<file path="src/bfvd_pkg.sv">
// ----------------------------------------------------------------------------
// bfvd_pkg
// Shared constants for the sculpt brush falloff datapath.
// ----------------------------------------------------------------------------
`default_nettype none

package bfvd_pkg;

  // Q0.16 falloff arithmetic; 1.0 needs one bit above the fraction
  localparam int FRAC_BITS = 16;
  localparam int Q_BITS    = FRAC_BITS + 1;

  typedef logic [Q_BITS-1:0] q16_t;

  localparam q16_t          ONE_Q16   = q16_t'(1) << FRAC_BITS;
  localparam logic [17:0]   THREE_Q16 = 18'd196608;
  localparam logic [15:0]   HALF_Q16  = 16'd32768;

  // configuration register indexes
  localparam int CFG_IDX_W = 3;
  typedef logic [CFG_IDX_W-1:0] cfg_idx_t;

  localparam cfg_idx_t CFG_CENTER_X = 3'd0;
  localparam cfg_idx_t CFG_CENTER_Y = 3'd1;
  localparam cfg_idx_t CFG_CENTER_Z = 3'd2;
  localparam cfg_idx_t CFG_RADIUS   = 3'd3;
  localparam cfg_idx_t CFG_STEP_X   = 3'd4;
  localparam cfg_idx_t CFG_STEP_Y   = 3'd5;
  localparam cfg_idx_t CFG_STEP_Z   = 3'd6;
  localparam cfg_idx_t CFG_ENABLE   = 3'd7;

endpackage

`default_nettype wire

</file>
<file path="src/bfvd_div_pipe.sv">
// ----------------------------------------------------------------------------
// bfvd_div_pipe
// Pipelined restoring divider: (num << 16) / den for num <= den.
// ----------------------------------------------------------------------------
`default_nettype none

module bfvd_div_pipe
  import bfvd_pkg::*;
#(
  parameter int NW   = 15,
  parameter int SB_W = 1
) (
  input  wire logic            clk,
  input  wire logic            rst,
  input  wire logic            en,
  input  wire logic            in_valid,
  input  wire logic [NW-1:0]   num,
  input  wire logic [NW-1:0]   den,
  input  wire logic [SB_W-1:0] in_sb,
  output logic                 out_valid,
  output q16_t                 quot,
  output logic [SB_W-1:0]      out_sb
);

  logic            v_q   [FRAC_BITS+1];
  logic [NW-1:0]   rem_q [FRAC_BITS+1];
  q16_t            q_q   [FRAC_BITS+1];
  logic [SB_W-1:0] sb_q  [FRAC_BITS+1];

  // integer bit: a single bit is enough only while num is less than twice den
  logic ge0;
  assign ge0 = num >= den;

  always_ff @(posedge clk) begin
    if (rst) begin
      v_q[0] <= 1'b0;
    end else if (en) begin
      v_q[0] <= in_valid;
    end
  end

  always_ff @(posedge clk) begin
    if (en) begin
      rem_q[0] <= ge0 ? (num - den) : num;
      q_q[0]   <= {{(Q_BITS-1){1'b0}}, ge0};
      sb_q[0]  <= in_sb;
    end
  end

  for (genvar k = 1; k <= FRAC_BITS; k++) begin : g_stage
    logic [NW:0] rem_sh;
    logic [NW:0] rem_sub;
    logic        ge;

    assign rem_sh  = {rem_q[k-1], 1'b0};
    assign rem_sub = rem_sh - {1'b0, den};
    assign ge      = rem_sh >= {1'b0, den};

    always_ff @(posedge clk) begin
      if (rst) begin
        v_q[k] <= 1'b0;
      end else if (en) begin
        v_q[k] <= v_q[k-1];
      end
    end

    always_ff @(posedge clk) begin
      if (en) begin
        rem_q[k] <= ge ? rem_sub[NW-1:0] : rem_sh[NW-1:0];
        q_q[k]   <= {q_q[k-1][Q_BITS-2:0], ge};
        sb_q[k]  <= sb_q[k-1];
      end
    end
  end

  assign out_valid = v_q[FRAC_BITS];
  assign quot      = q_q[FRAC_BITS];
  assign out_sb    = sb_q[FRAC_BITS];

endmodule

`default_nettype wire

</file>
<file path="config.mk">
export PLATFORM = sky130hd
export DESIGN_NAME = bfvd_div_pipe
export DESIGN_NICKNAME = d
export VERILOG_FILES = /design/src/bfvd_pkg.sv /design/src/bfvd_div_pipe.sv
export SDC_FILE = /design/constraint.sdc
export NUM_CORES = 1
export LEC_CHECK = 0
export ABC_AREA = 1
export BUFFER_PORTS_ARGS = -buffer_cell sky130_fd_sc_hd__buf_4
export CAP_MARGIN = 25
export CORE_ASPECT_RATIO = 0.9
export CORE_MARGIN = 5
export CORE_UTILIZATION = 58
export DETAILED_ROUTE_END_ITERATION = 8
export GPL_ROUTABILITY_DRIVEN = 0
export PLACE_DENSITY_LB_ADDON = 0.12
export RECOVER_POWER = 100
export SLEW_MARGIN = 20
export SYNTH_ARGS = -nofsm -noshare
export SYNTH_HDL_FRONTEND = slang
export SYNTH_SLANG_ARGS = --single-unit
</file>
<file path="constraint.sdc">
create_clock -name clk -period 4.5 [get_ports clk]
set_input_delay 0.225 -clock clk [delete_from_list [all_inputs] [get_ports clk]]
set_output_delay 0.225 -clock clk [all_outputs]
set_load 0.05 [all_outputs]
</file>
==> out/results.ini <==
[worst_setup_path]
path_max_fanout = 25
required_ps = 4930
path_class = in -> reg
startpoint_type = primary input
end_kind = flop
arrival_ps = 4180

[timing]
min_period_ps = 3750
worstMarginPinSlew_ps = 2860
relSlewSlack_pct = -90.6
fin_ws_ps = 753
rsz0062_at_grt = false
skew_ps = 32.3
hold_viol = 0
setup_violations = 0
fin_setup_tns_ps = 0
max_freq_mhz = 267
fin_crit_sh_pct = 83.3
maxSlewViolCount = 185

[logic_synthesis]
avgSynthCellArea_um2 = 7.69
netlist_top_cells_count = nand2_1, inv_1, edfxtp_1
synthDominantCellAreaShare_pct = 41.4
ys_async_sr_fraction_pct = 0
ys_ff_latch = 427
synth_edf_count = 427
syn_inst = 4028
synth.distinct_cells = 35
syn-num-nets = 4333
synthFlopType = edfxtp_1
yosysMostFrequentCell = nand2_1
syn_area_um2 = 31000
ys_top_cells_by_area = edfxtp_1, nand2_1, ha_1
ys_seq_area_share_pct = 41.4
ys_warn_count = 0
synth.largest_area_cell = edfxtp_1

[power_and_ir_drop]
ir_drop_v = 0.000426
clkPwrFrac_pct = 17.6
swShare_pct = 43.8
power.leakage_nw = 17.0
powerDensity_nw_per_um2 = 643
p_sw_mw = 9.40
p_int_mw = 12.1
combPwrFrac_pct = 49.7
seq_power_share_pct = 32.6

[placed_design]
pre_cts_slack_ps = 1330
placed_cell_area_um2 = 32000
io_buffers = 53
dpl.hpwl_mm = 53.0
placedCellCount = 4749

[clock_tree]
postCtsSetupRepairBufs = 0
clockBufferDepth = 3
cts_tree = yes
clock_latency_ps = 600
cts_buffers = 47
cts-root-buf = clkbuf_16
ctsHtreeMaxLevel = 2
cts_sinks = 427
path_clk_slew_ps = 60

[cells_and_area]
nFillCells = 4744
final_nets = 4422
areaGrowthSynthToFinish_pct = 7.78
drive_gt1_share_pct = 4.94
n_antenna_cell = 0
final_cells = 4851
design_area_um2 = 33400

[global_route]
grt_pass1_vias = 23029
track_usage_pct = 24.6
antenna_found_initial = 0
grt_pass1_wl_mm = 117
grt_remaining_overflow = 0
grt_max_degree = 107

[status]
status = finished with violations
violations = capacitance limit, slew limit

[route]
drcViolationCount = 0
first_iter_violations = 1787
vias = 25168
wirelength_mm = 72.3
dr.pass1.iters = 6
ant_nets = 0
wire_per_inst_um = 14.9
vias_per_cell = 5.19

[flow_run]
max-cap-violations = 3

[floorplanning]
die_area_um2 = 58100
dieWidth_um = 254
rows = 80
core_um2 = 53000
num_io_pins = 54
die_y_um = 229
start_util_pct = 58.5

[min_path]
hold_class = in -> reg

-- state kept, by name, summed over array words and instances (netlist names) --
register	cells
q_q	153
rem_q	240
sb_q	17
v_q	17
-- critical path, stage by stage --
cell and delay, ps:
dlygate4sd3_1 530, clkbuf_1 420, clkinv_2 580, fa_1 600
nand2_1 130, nand2_1 90, nand3_1 130, nand3_1 110
nand2_1 70, nand2_1 390, inv_1 610, nand2_1 100
nand2_1 180
-- power by group through the flow --
stage	Sequential, mW	Combinational [mW]	Clock (mW)
2_1_floorplan	6.64	8.77	0
3_3_place_gp	7.08	10.5	0
3_5_place_dp	7.06	10.7	0
4_1_cts	7.00	10.7	3.88
5_1_grt	7.09	12.4	4.06
6_report	7.00	10.7	3.79
-- cells by family (layout without fill, tap and decap cells) --
family	count (synthesis)	after routing	synth area share, %
and+or+nand+nor	2407	2407	32.6
buffers and inverters	683	809	9.32
DFF	427	427	41.4
adders and majority gates	270	270	11.3
AOI/OAI and AO/OA	158	158	3.08
xor gates and xnor gates	83	83	2.35
-- repair_timing --
item                      4_1_cts  5_1_grt
hold buffers                   15        0
gates resized for setup         0        0
hold endpoints to repair       16        0
-- final cells by class --
class	instances	area [um2]	area share, %
inverter	629	2360	7.08
sequential	427	12800	38.4
clock inverter	31	282	0.843
tap	697	872	2.61
clock buffer	55	1210	3.61
timing repair buffer	94	682	2.04
multi-input combinational	2918	15200	45.4
-- final timing paths --
kind                     start      endpoint  slack (ps)  cells past startpoint
hold reg to reg     q_q[0][88]   q_q[0][106]         410                      0
setup reg to reg  rem_q[0][51]  rem_q[0][74]        1490                     10
hold / removal         num[11]  rem_q[0][11]          40                      3
setup / recovery        den[0]  rem_q[0][74]         750                     13
-- per-stage QoR --
step	util (%)	hold WS, ps	power (mW)
floorplan	-	324	15.4
global placement	60.3	400	17.6
detailed placement	60.3	405	17.7
CTS	63.4	4.69	21.6
global route	63.0	23.4	23.5
finish	63.0	37.7	21.5
-- routing by layer --
metal / vias up / routed length, um / GRT usage [%]
met1: 11254 / 35200 / 37.6
li1: 13087 / - / -
met3: 126 / 4670 / 3.29
met4: 0 / 1740 / 6.39
met2: 701 / 30700 / 37.2
met5: - / 0 / 0
-- placed cells by master, fill, tap and decap left out, types with 54 or more instances in the layout --
master    Yosys  final
a21oi_1      99    100
edfxtp_1    427    427
ha_1        254    254
inv_1       614    620
nand2_1    1595   1605
nand3_1     317    317
nand4_1      54     54
nor2_1      281    281
xor2_1       82     82
(Power assumes the default switching activity.)
