File: config.mk
export PLATFORM = sky130hd
export DESIGN_NAME = bfvd_sqrt_pipe
export DESIGN_NICKNAME = d
export VERILOG_FILES = /design/src/bfvd_sqrt_pipe.sv
export SDC_FILE = /design/constraint.sdc
export NUM_CORES = 1
export LEC_CHECK = 0
export ABC_AREA = 1
export BUFFER_PORTS_ARGS = -buffer_cell sky130_fd_sc_hd__buf_4
export CORE_ASPECT_RATIO = 0.75
export CORE_UTILIZATION = 50
export CTS_BUF_LIST = sky130_fd_sc_hd__clkbuf_8
export CTS_CLUSTER_SIZE = 28
export DETAILED_ROUTE_END_ITERATION = 12
export GPL_TIMING_DRIVEN = 0
export PLACE_DENSITY_LB_ADDON = 0.25
export SYNTH_ARGS = -nofsm -noshare
export SYNTH_HDL_FRONTEND = slang
export SYNTH_SLANG_ARGS = --single-unit
File: constraint.sdc
create_clock -name clk -period 1.7 [get_ports clk]
set_input_delay 0.085 -clock clk [delete_from_list [all_inputs] [get_ports clk]]
set_output_delay 0.085 -clock clk [all_outputs]
set_load 0.01 [all_outputs]
File: src/bfvd_sqrt_pipe.sv
// ----------------------------------------------------------------------------
// bfvd_sqrt_pipe
// Pipelined integer square root, one result bit per stage.
// ----------------------------------------------------------------------------
`default_nettype none

module bfvd_sqrt_pipe #(
  parameter int W    = 16,
  parameter int SB_W = 1
) (
  input  wire logic            clk,
  input  wire logic            rst,
  input  wire logic            en,
  input  wire logic            in_valid,
  input  wire logic [2*W-1:0]  x,
  input  wire logic [SB_W-1:0] in_sb,
  output logic                 out_valid,
  output logic [W-1:0]         root,
  output logic [SB_W-1:0]      out_sb
);

  logic            v_q    [W];
  logic [W+1:0]    rem_q  [W];
  logic [W-1:0]    root_q [W];
  logic [2*W-1:0]  x_q    [W];
  logic [SB_W-1:0] sb_q   [W];

  for (genvar k = 0; k < W; k++) begin : g_stage
    logic            v_p;
    logic [W+1:0]    rem_p;
    logic [W-1:0]    root_p;
    logic [2*W-1:0]  x_p;
    logic [SB_W-1:0] sb_p;
    logic [W+1:0]    rem_sh;
    logic [W+1:0]    trial;
    logic            ge;

    if (k == 0) begin : g_first
      assign v_p    = in_valid;
      assign rem_p  = '0;
      assign root_p = '0;
      assign x_p    = x;
      assign sb_p   = in_sb;
    end else begin : g_next
      assign v_p    = v_q[k-1];
      assign rem_p  = rem_q[k-1];
      assign root_p = root_q[k-1];
      assign x_p    = x_q[k-1];
      assign sb_p   = sb_q[k-1];
    end

    // bring down the next bit pair, try (2*root)*2 + 1
    assign rem_sh = {rem_p[W-1:0], x_p[2*W-1:2*W-2]};
    assign trial  = {root_p, 2'b01};
    assign ge     = rem_sh >= trial;

    always_ff @(posedge clk) begin
      if (rst) begin
        v_q[k] <= 1'b0;
      end else if (en) begin
        v_q[k] <= v_p;
      end
    end

    always_ff @(posedge clk) begin
      if (en) begin
        rem_q[k]  <= ge ? (rem_sh - trial) : rem_sh;
        root_q[k] <= {root_p[W-2:0], ge};
        x_q[k]    <= {x_p[2*W-3:0], 2'b00};
        sb_q[k]   <= sb_p;
      end
    end
  end

  assign out_valid = v_q[W-1];
  assign root      = root_q[W-1];
  assign out_sb    = sb_q[W-1];

endmodule

`default_nettype wire

==> metrics.csv, run 1 <==
metric,value,unit
switching_power,14300,uW
pre_cts_ws,-0.537,ns
synth_top_area_frac,0.585,
ir_worst_vdd,1080,uV
crit_arrival,2.50,ns
std_cell_rows,80,
clockPowerShare,0.279,
max_slew_margin,0.554,
multi_input_area,15300,sq um
path_class,reg2reg,
maxCapViolations,0,
use_met3,0.0471,
io_pins,55,
cts.clk_slew.worst_paths,0.07,ns
fin_worst_skew,0.0448,ns
drv_slew,0,
core_area,63900,sq um
worst_ep_required_time,2.14,ns
dieArea,65900,sq um
worstSetupEndpoint,rem_q[2][20],
clk_latency,0.72,ns
clk_path_buf_depth,3,
start_kind,register,
synth_warnings,0,
cts_num_sinks,632,
antenna_found_initial,1,
ant_nets,0,
hp-class,in2reg,
syn_nets,3563,
dp_hpwl,49600,microns
synth_seq_cells,632,
dr_total_vias,24900,
portBuffers,54,
rsz0062_at_grt,true,
r2r_start,rem_q[2][1],
die_w,296,microns
drtPass1Iterations,6,
synthCells,3374,
leakagePower,0.0195,uW
synth_area_leaders,"edfxtp_1 59%, nand2_1 12%, inv_1 7.1%",
synth_edf_count,632,
cts_tree,built,
drc,0,
finalCriticalPeriod,2.06,ns
cts_root_buffer,clkbuf_8,
ys_seq_area_frac,0.585,
synth_top_area_cell,edfxtp_1,
drt_iter0_drc,2141,
setup_ws,-0.365,ns
grt_pass1_wl,117000,microns
initial_core_util,0.508,
die_height,223,microns
grt_overflow_total,0,
timing.fmax,484,MHz
critPathMaxFanout,5,
synthAdderAreaFrac,0.0587,
async_flop_share,0,
worstRegToRegCells,10,
grt_max_degree,136,
post_drt_wl_per_cell,16.1,microns
synth.area.mux_share,0,
synth_xor_area_frac,0.0235,
yosysMostFrequentCell,nand2_1,
worst_setup_path_end_kind,register,
synth.cell_area,32400,sq um
cts_buffers,98,
cts.htree.levels,3,
grtUsageMet2,0.326,
startpoint,rem_q[2][1],
status,"complete, but fails checks",
p_seq_frac,0.443,
final_core_util,0.697,
p_per_area,1020,nW/um^2
switching_share,0.315,
grtUsageTotal,0.225,
cpPeakStageDelay,0.49,ns
vias_per_cell,5.07,
finalCritPeriodShare,1.21,
globalplace.congestion,0.932,
final-hold-violation-count,1,
nets,4157,
tightestPinTransition,0.669,ns
setup_viol,221,
synth_ff_type,edfxtp_1,
cpMaxStageDelayCell,edfxtp_1,
r2r_setup_slack,-0.36,ns
nFillCells,4528,
routed_wl,79100,microns
yosysUniqueCellTypes,45,
seq_area,19000,sq um
violations,"hold timing, setup timing",
grt.busiest_layer,met1,
critPathMostFrequentCell,nand2_1,
power_frac_comb,0.278,
grt_pass1_vias,22500,
syn_to_final_growth,37.3,%
synth_compound_area_frac,0.0345,
grt_util_met1,0.344,
intPower,31300,uW
synth_simple_gate_area_frac,0.219,
yosys-top-cells-count,"1020 x nand2_1, 632 x edfxtp_1, 612 x inv_1, 228 x nor2_1, 213 x nand3_1",
fin_setup_tns,-52.60,ns
whs,-0.429,ns
cts.hold.buffers_added,37,
layout-drive-gt1-share,0.392,
syn_avg_cell_area,9.61,sq um
crit_chain,"ha_4, nand2_4, nor2_2, nand2_1, nand3_2, nand2_1, nand2_2, nor2_4, buf_8, o21ai_4",
r2r_end,rem_q[2][20],
synth_top_family_by_area,simple AND/OR/NAND/NOR gates,
==> layer usage <==
layer / vias to the layer above / share of wire
met5: - / 0
met4: 0 / 0.016
met3: 102 / 0.065
met2: 754 / 0.45
met1: 11800 / 0.47
li1: 12200 / -
==> cells by family (layout without fill, tap and decap cells) <==
family	Yosys count	in the layout
other	1	2
XOR/XNOR	87	87
adder cells (fa/ha/maj)	152	152
buffers and inverters	649	1322
flip-flops	632	632
AO/OA/AOI/OAI	195	195
AND/OR/NAND/NOR	1658	1659
==> final cells by class <==
type                    count  area share
diodes                      1   0.0000562
repair inverters            1    0.000169
well taps                 861      0.0242
repair buffers            494      0.0992
multi-input cells        2094       0.344
flip-flops and latches    632       0.426
plain buffers              21     0.00731
clock inverters            82      0.0136
inverters                 626      0.0548
clock buffers              98      0.0303
==> sequential cells by signal (all words and copies together), names as in the netlist <==
name,cells
x_q,240
rem_q,224
root_q,136
sb_q,16
v_q,16
==> cell usage in the layout (no fill, tap or decap), types with 19 or more instances in the layout <==
| cell | Yosys | final |
|---|---|---|
| a21oi_1 | 93 | 40 |
| a21oi_2 | 15 | 51 |
| buf_4 | 8 | 381 |
| buf_6 | 11 | 55 |
| clkbuf_8 | 0 | 98 |
| clkinv_1 | 0 | 23 |
| dlygate4sd3_1 | 0 | 36 |
| edfxtp_1 | 632 | 632 |
| ha_1 | 152 | 34 |
| ha_4 | 0 | 109 |
| inv_1 | 612 | 490 |
| inv_2 | 13 | 139 |
| nand2_1 | 1020 | 655 |
| nand2_2 | 26 | 276 |
| nand2_4 | 7 | 115 |
| nand3_1 | 213 | 147 |
| nand3_2 | 9 | 51 |
| nand3_4 | 0 | 24 |
| nand3b_1 | 21 | 21 |
| nand4_1 | 54 | 54 |
| nor2_1 | 228 | 172 |
| nor2_2 | 15 | 34 |
| nor2_4 | 8 | 45 |
| nor3_1 | 32 | 19 |
| o21ai_2 | 5 | 37 |
| xnor2_1 | 25 | 24 |
| xor2_1 | 62 | 58 |
==> metrics by stage <==
stage	power (uW)	cells	instance area, sq um
after floorplan	26400	3374	34000
after global placement	28900	4289	35500
after detailed placement	29000	4294	35600
after CTS	43700	4749	41200
after global routing	47900	4910	44500
final	45600	4910	44500
==> power groups by stage <==
stage / clock network, uW / logic (uW) / registers [uW]
detailed placement: 0 / 8490 / 20500
floorplan: 0 / 6300 / 20100
CTS: 13100 / 10500 / 20200
finish: 12700 / 12700 / 20200
global placement: 0 / 8300 / 20600
global route: 13800 / 13800 / 20300
==> timing repair <==
item / 4_1_cts / 5_1_grt
endpoints found under the setup margin: 232 / 235
resized for setup: 399 / 606
pin swaps: 170 / 246
buffers inserted: 225 / 159
hold endpoints to repair: 91 / 89
cloned: 14 / 7
==> how the worst min path moves through the flow <==
stage	from	slack (ns)	endpoint	cells past startpoint
2_1_floorplan	in_sb	0.18	sb_q[0][0]	0
3_3_place_gp	x[12]	0.26	x_q[0][12]	1
3_5_place_dp	x[5]	0.26	x_q[0][5]	1
4_1_cts	en	-0.50	x_q[0][3]	1
5_1_grt	en	-0.50	x_q[0][3]	1
6_report	en	-0.43	x_q[0][3]	1
==> critical path, delay by kind of cell (launching register included) <==
kind	cells	cell delay (ns)
fa+ha+maj	1	0.29
buf+inv	1	0.20
flops	1	0.49
compound gates	1	0.07
simple gates	7	0.72
Power figures use the tool's default switching activity.
==> run 2, diff against run 1 <==
--- a/config.mk
+++ b/config.mk
@@ -6,5 +6,5 @@
 export NUM_CORES = 1
 export LEC_CHECK = 0
-export ABC_AREA = 1
+export ABC_AREA = 0
 export BUFFER_PORTS_ARGS = -buffer_cell sky130_fd_sc_hd__buf_4
 export CORE_ASPECT_RATIO = 0.75
@@ -14,4 +14,5 @@
 export DETAILED_ROUTE_END_ITERATION = 12
 export GPL_TIMING_DRIVEN = 0
+export MAX_ROUTING_LAYER = met4
 export PLACE_DENSITY_LB_ADDON = 0.25
 export SYNTH_ARGS = -nofsm -noshare
==> constraint.sdc (replaced) <==
create_clock -name clk -period 1.7 [get_ports clk]
set_input_delay 0.255 -clock clk [delete_from_list [all_inputs] [get_ports clk]]
set_output_delay 0.255 -clock clk [all_outputs]
set_load 0.01 [all_outputs]
==> metrics.csv, run 2 <==
metric,value,unit,change
final-hold-violation-count,33,,was 1
yosysUniqueCellTypes,75,,was 45
synthCells,2037,,was 3374
path_class,reg2reg,,unchanged
synth_ff_type,edfxtp_1,,unchanged
setup_viol,236,,was 221
layout-drive-gt1-share,0.397,,was 0.392
io_pins,55,,unchanged
crit_arrival,3.27,ns,was 2.50 ns
async_flop_share,0,,unchanged
finalCritPeriodShare,1.66,,was 1.21
design_area,38400,sq um,was 44500 sq um
ir_worst_vdd,1000,uV,was 1080 uV
synth_top_area_frac,0.666,,was 0.585
drv_slew,0,,unchanged
cts.clk_slew.worst_paths,0.07,ns,about the same
vias_per_cell,5.41,,was 5.07
synth_top_area_cell,edfxtp_1,,unchanged
timing.fmax,355,MHz,was 484 MHz
globalplace.congestion,0.910,,was 0.932
portBuffers,54,,unchanged
critPathMaxFanout,7,,was 5
reg_top3,"x_q: 240 flops, rem_q: 224 flops, root_q: 136 flops",,unchanged
pre_cts_ws,-1.56,ns,was -0.537 ns
start_kind,register,,unchanged
dp_hpwl,35400,microns,was 49600 microns
grt_pass1_wl,94100,microns,was 117000 microns
post_drt_wl_per_cell,18.5,microns,was 16.1 microns
cts_tree,built,,unchanged
dpl-instance-area,31100,sq um,was 35600 sq um
worstSetupEndpoint,rem_q[7][12],,was rem_q[2][20]
antenna_found_initial,1,,unchanged
final_common_cell,edfxtp_1,,was nand2_1
setup_ws,-1.11,ns,was -0.365 ns
clk_latency,0.73,ns,was 0.72 ns
tightestPinTransition,0.685,ns,was 0.669 ns
worst_ep_required_time,2.16,ns,was 2.14 ns
maxCapViolations,0,,unchanged
synth_area_leaders,"edfxtp_1 67%, ha_1 6.7%, xnor2_1 2.9%",,"was edfxtp_1 59%, nand2_1 12%, inv_1 7.1%"
status,"complete, but fails checks",,unchanged
startpoint,root_q[13][5],,was rem_q[2][1]
synth_seq_cells,632,,unchanged
routed_wl,61500,microns,was 79100 microns
initial_core_util,0.508,,about the same
worstRegToRegCells,11,,was 10
ant_nets,0,,unchanged
syn_nets,2226,,was 3563
grt_overflow_total,0,,unchanged
die_w,278,microns,was 296 microns
grtUsageTotal,0.211,,was 0.225
die_height,209,microns,was 223 microns
synth_warnings,0,,unchanged
nets,2711,,was 4157
grt_max_degree,141,,was 136
cts_buffers,96,,was 98
dr_total_vias,18000,,was 24.9k
mostFrequentLayoutCells,"632 x edfxtp_1, 267 x buf_4, 180 x inv_1",,"was 655 x nand2_1, 632 x edfxtp_1, 490 x inv_1"
cts_root_buffer,clkbuf_8,,unchanged
finalCriticalPeriod,2.81,ns,was 2.06 ns
drtPass1Iterations,7,,was 6
cts.hold.buffers_added,36,,was 37
p_per_area,1090,nW/um^2,was 1020 nW/um^2
yosys-top-cells-count,"632 x edfxtp_1, 188 x inv_1, 152 x ha_1, 127 x nor2_1, 93 x xnor2_1",,"was 1020 x nand2_1, 632 x edfxtp_1, 612 x inv_1, 228 x nor2_1, 213 x nand3_1"
synth.cell_area,28500,sq um,was 32400 sq um
r2r_setup_slack,-1.11,ns,was -0.36 ns
regMostFlops,x_q,,unchanged
largest_reg_flops,240,,unchanged
diodes,0,,was 1
clk_path_buf_depth,3,,unchanged
max_slew_margin,0.543,,was 0.554
hp-class,in2reg,,unchanged
drc,0,,unchanged
violations,"hold timing, setup timing",,unchanged
whs,-0.0729,ns,was -0.429 ns
fin_worst_skew,0.0653,ns,was 0.0448 ns
syn_avg_cell_area,14.0,sq um,was 9.61 sq um
worst_setup_path_end_kind,register,,unchanged
r2r_end,rem_q[7][12],,was rem_q[2][20]
r2r_start,root_q[13][5],,was rem_q[2][1]
ys_seq_area_frac,0.666,,was 0.585
cts.htree.levels,3,,unchanged
syn_to_final_growth,34.6,%,was 37.3%
drt_iter0_drc,1410,,was 2141
yosysMostFrequentCell,edfxtp_1,,was nand2_1
leakagePower,0.0149,uW,was 0.0195 uW
dieArea,58000,sq um,was 65900 sq um
core_area,56100,sq um,was 63900 sq um
std_cell_rows,75,,was 80
total_power,41900,uW,was 45600 uW
cts_num_sinks,632,,unchanged
rsz0062_at_grt,true,,unchanged
grt_pass1_vias,17800,,was 22.5k
synth_edf_count,632,,unchanged
==> run 2: cell types whose count changed after synthesis, moves of 18 or more <==
cell,delta
xnor2_1,+68
o21a_1,+46
a21o_1,+38
nand3_1,-188
nand4_1,-36
mux2_2,+56
nor4_1,+19
nand2_2,-26
nor2_1,-101
nor2b_1,+28
and2_1,+18
inv_1,-424
nand2_1,-929
o21ai_0,+33
==> run 2: worst min path at each step <==
stage	from	end	slack, ns	depth (start not counted)
finish	en	x_q[0][32]	-0.07	1
global route	en	x_q[0][32]	-0.11	1
CTS	en	x_q[0][32]	-0.07	1
detailed placement	x_q[0][71]	x_q[0][103]	0.40	0
global placement	x_q[0][106]	x_q[0][138]	0.40	0
floorplan	in_sb	sb_q[0][0]	0.35	0
==> run 2: stage by stage <==
step / util / hold WS, ns / std cells / TNS (ns)
2_1_floorplan: - / 0.354 / 2037 / -96.86
3_5_place_dp: 0.553 / 0.405 / 2827 / -481.45
5_1_grt: 0.684 / -0.107 / 3328 / -164.45
4_1_cts: 0.652 / -0.0674 / 3219 / -141.79
6_report: 0.684 / -0.0729 / 3328 / -149.59
3_3_place_gp: 0.551 / 0.400 / 2822 / -3049.20
==> run 2: logic make-up (layout without fill, tap and decap cells) <==
| kind of cell | after synthesis | count (layout) | synth area share |
|---|---|---|---|
| other | 1 | 1 | 0.000132 |
| DFF | 632 | 632 | 0.666 |
| and+or+nand+nor | 461 | 462 | 0.0826 |
| muxes | 70 | 70 | 0.0275 |
| AOI/OAI and AO/OA | 358 | 358 | 0.0812 |
| adders and majority gates | 152 | 152 | 0.0667 |
| xor gates and xnor gates | 154 | 154 | 0.0473 |
| buffers and inverters | 209 | 768 | 0.0289 |
==> run 2: repair_timing <==
item	4_1_cts	5_1_grt
endpoints found under the hold margin	87	72
gates cloned	12	3
endpoints found under the setup margin	480	446
buffers inserted	177	116
resized for setup	390	234
pin swaps	158	113
==> run 2: layer usage <==
layer,up-vias,track usage,wire [microns]
li1,8569,-,-
met1,8820,0.307,28900
met2,531,0.301,27500
met3,94,0.0451,3990
met4,0,0.0564,1080
met5,-,-,0
==> run 2: final cells by class <==
cell class              count  area (sq um)
flip-flops and latches    632         19000
multi-input cells        1197         12100
repair buffers            388          3620
clock inverters            77           409
inverters                 190           738
plain buffers              15           251
fillers                  3682         17700
well taps                 731           915
repair inverters            2          13.8
clock buffers              96          1320
==> run 2: worst max-delay path, stage by stage, from the launching register on <==
cell and delay (ns):
edfxtp_1 0.40, inv_1 0.10, ha_4 0.22, a21o_1 0.17, a31oi_1 0.19, nor2_1 0.08, or3_4 0.39, a21o_4 0.21
a31oi_4 0.15, buf_12 0.15, buf_12 0.14, mux2_4 0.31
==> run 2: power breakdown <==
group	switching, uW	internal [uW]
Sequential	1080	19300
Combinational	4760	5340
Clock	5990	5390
Total	11800	30100
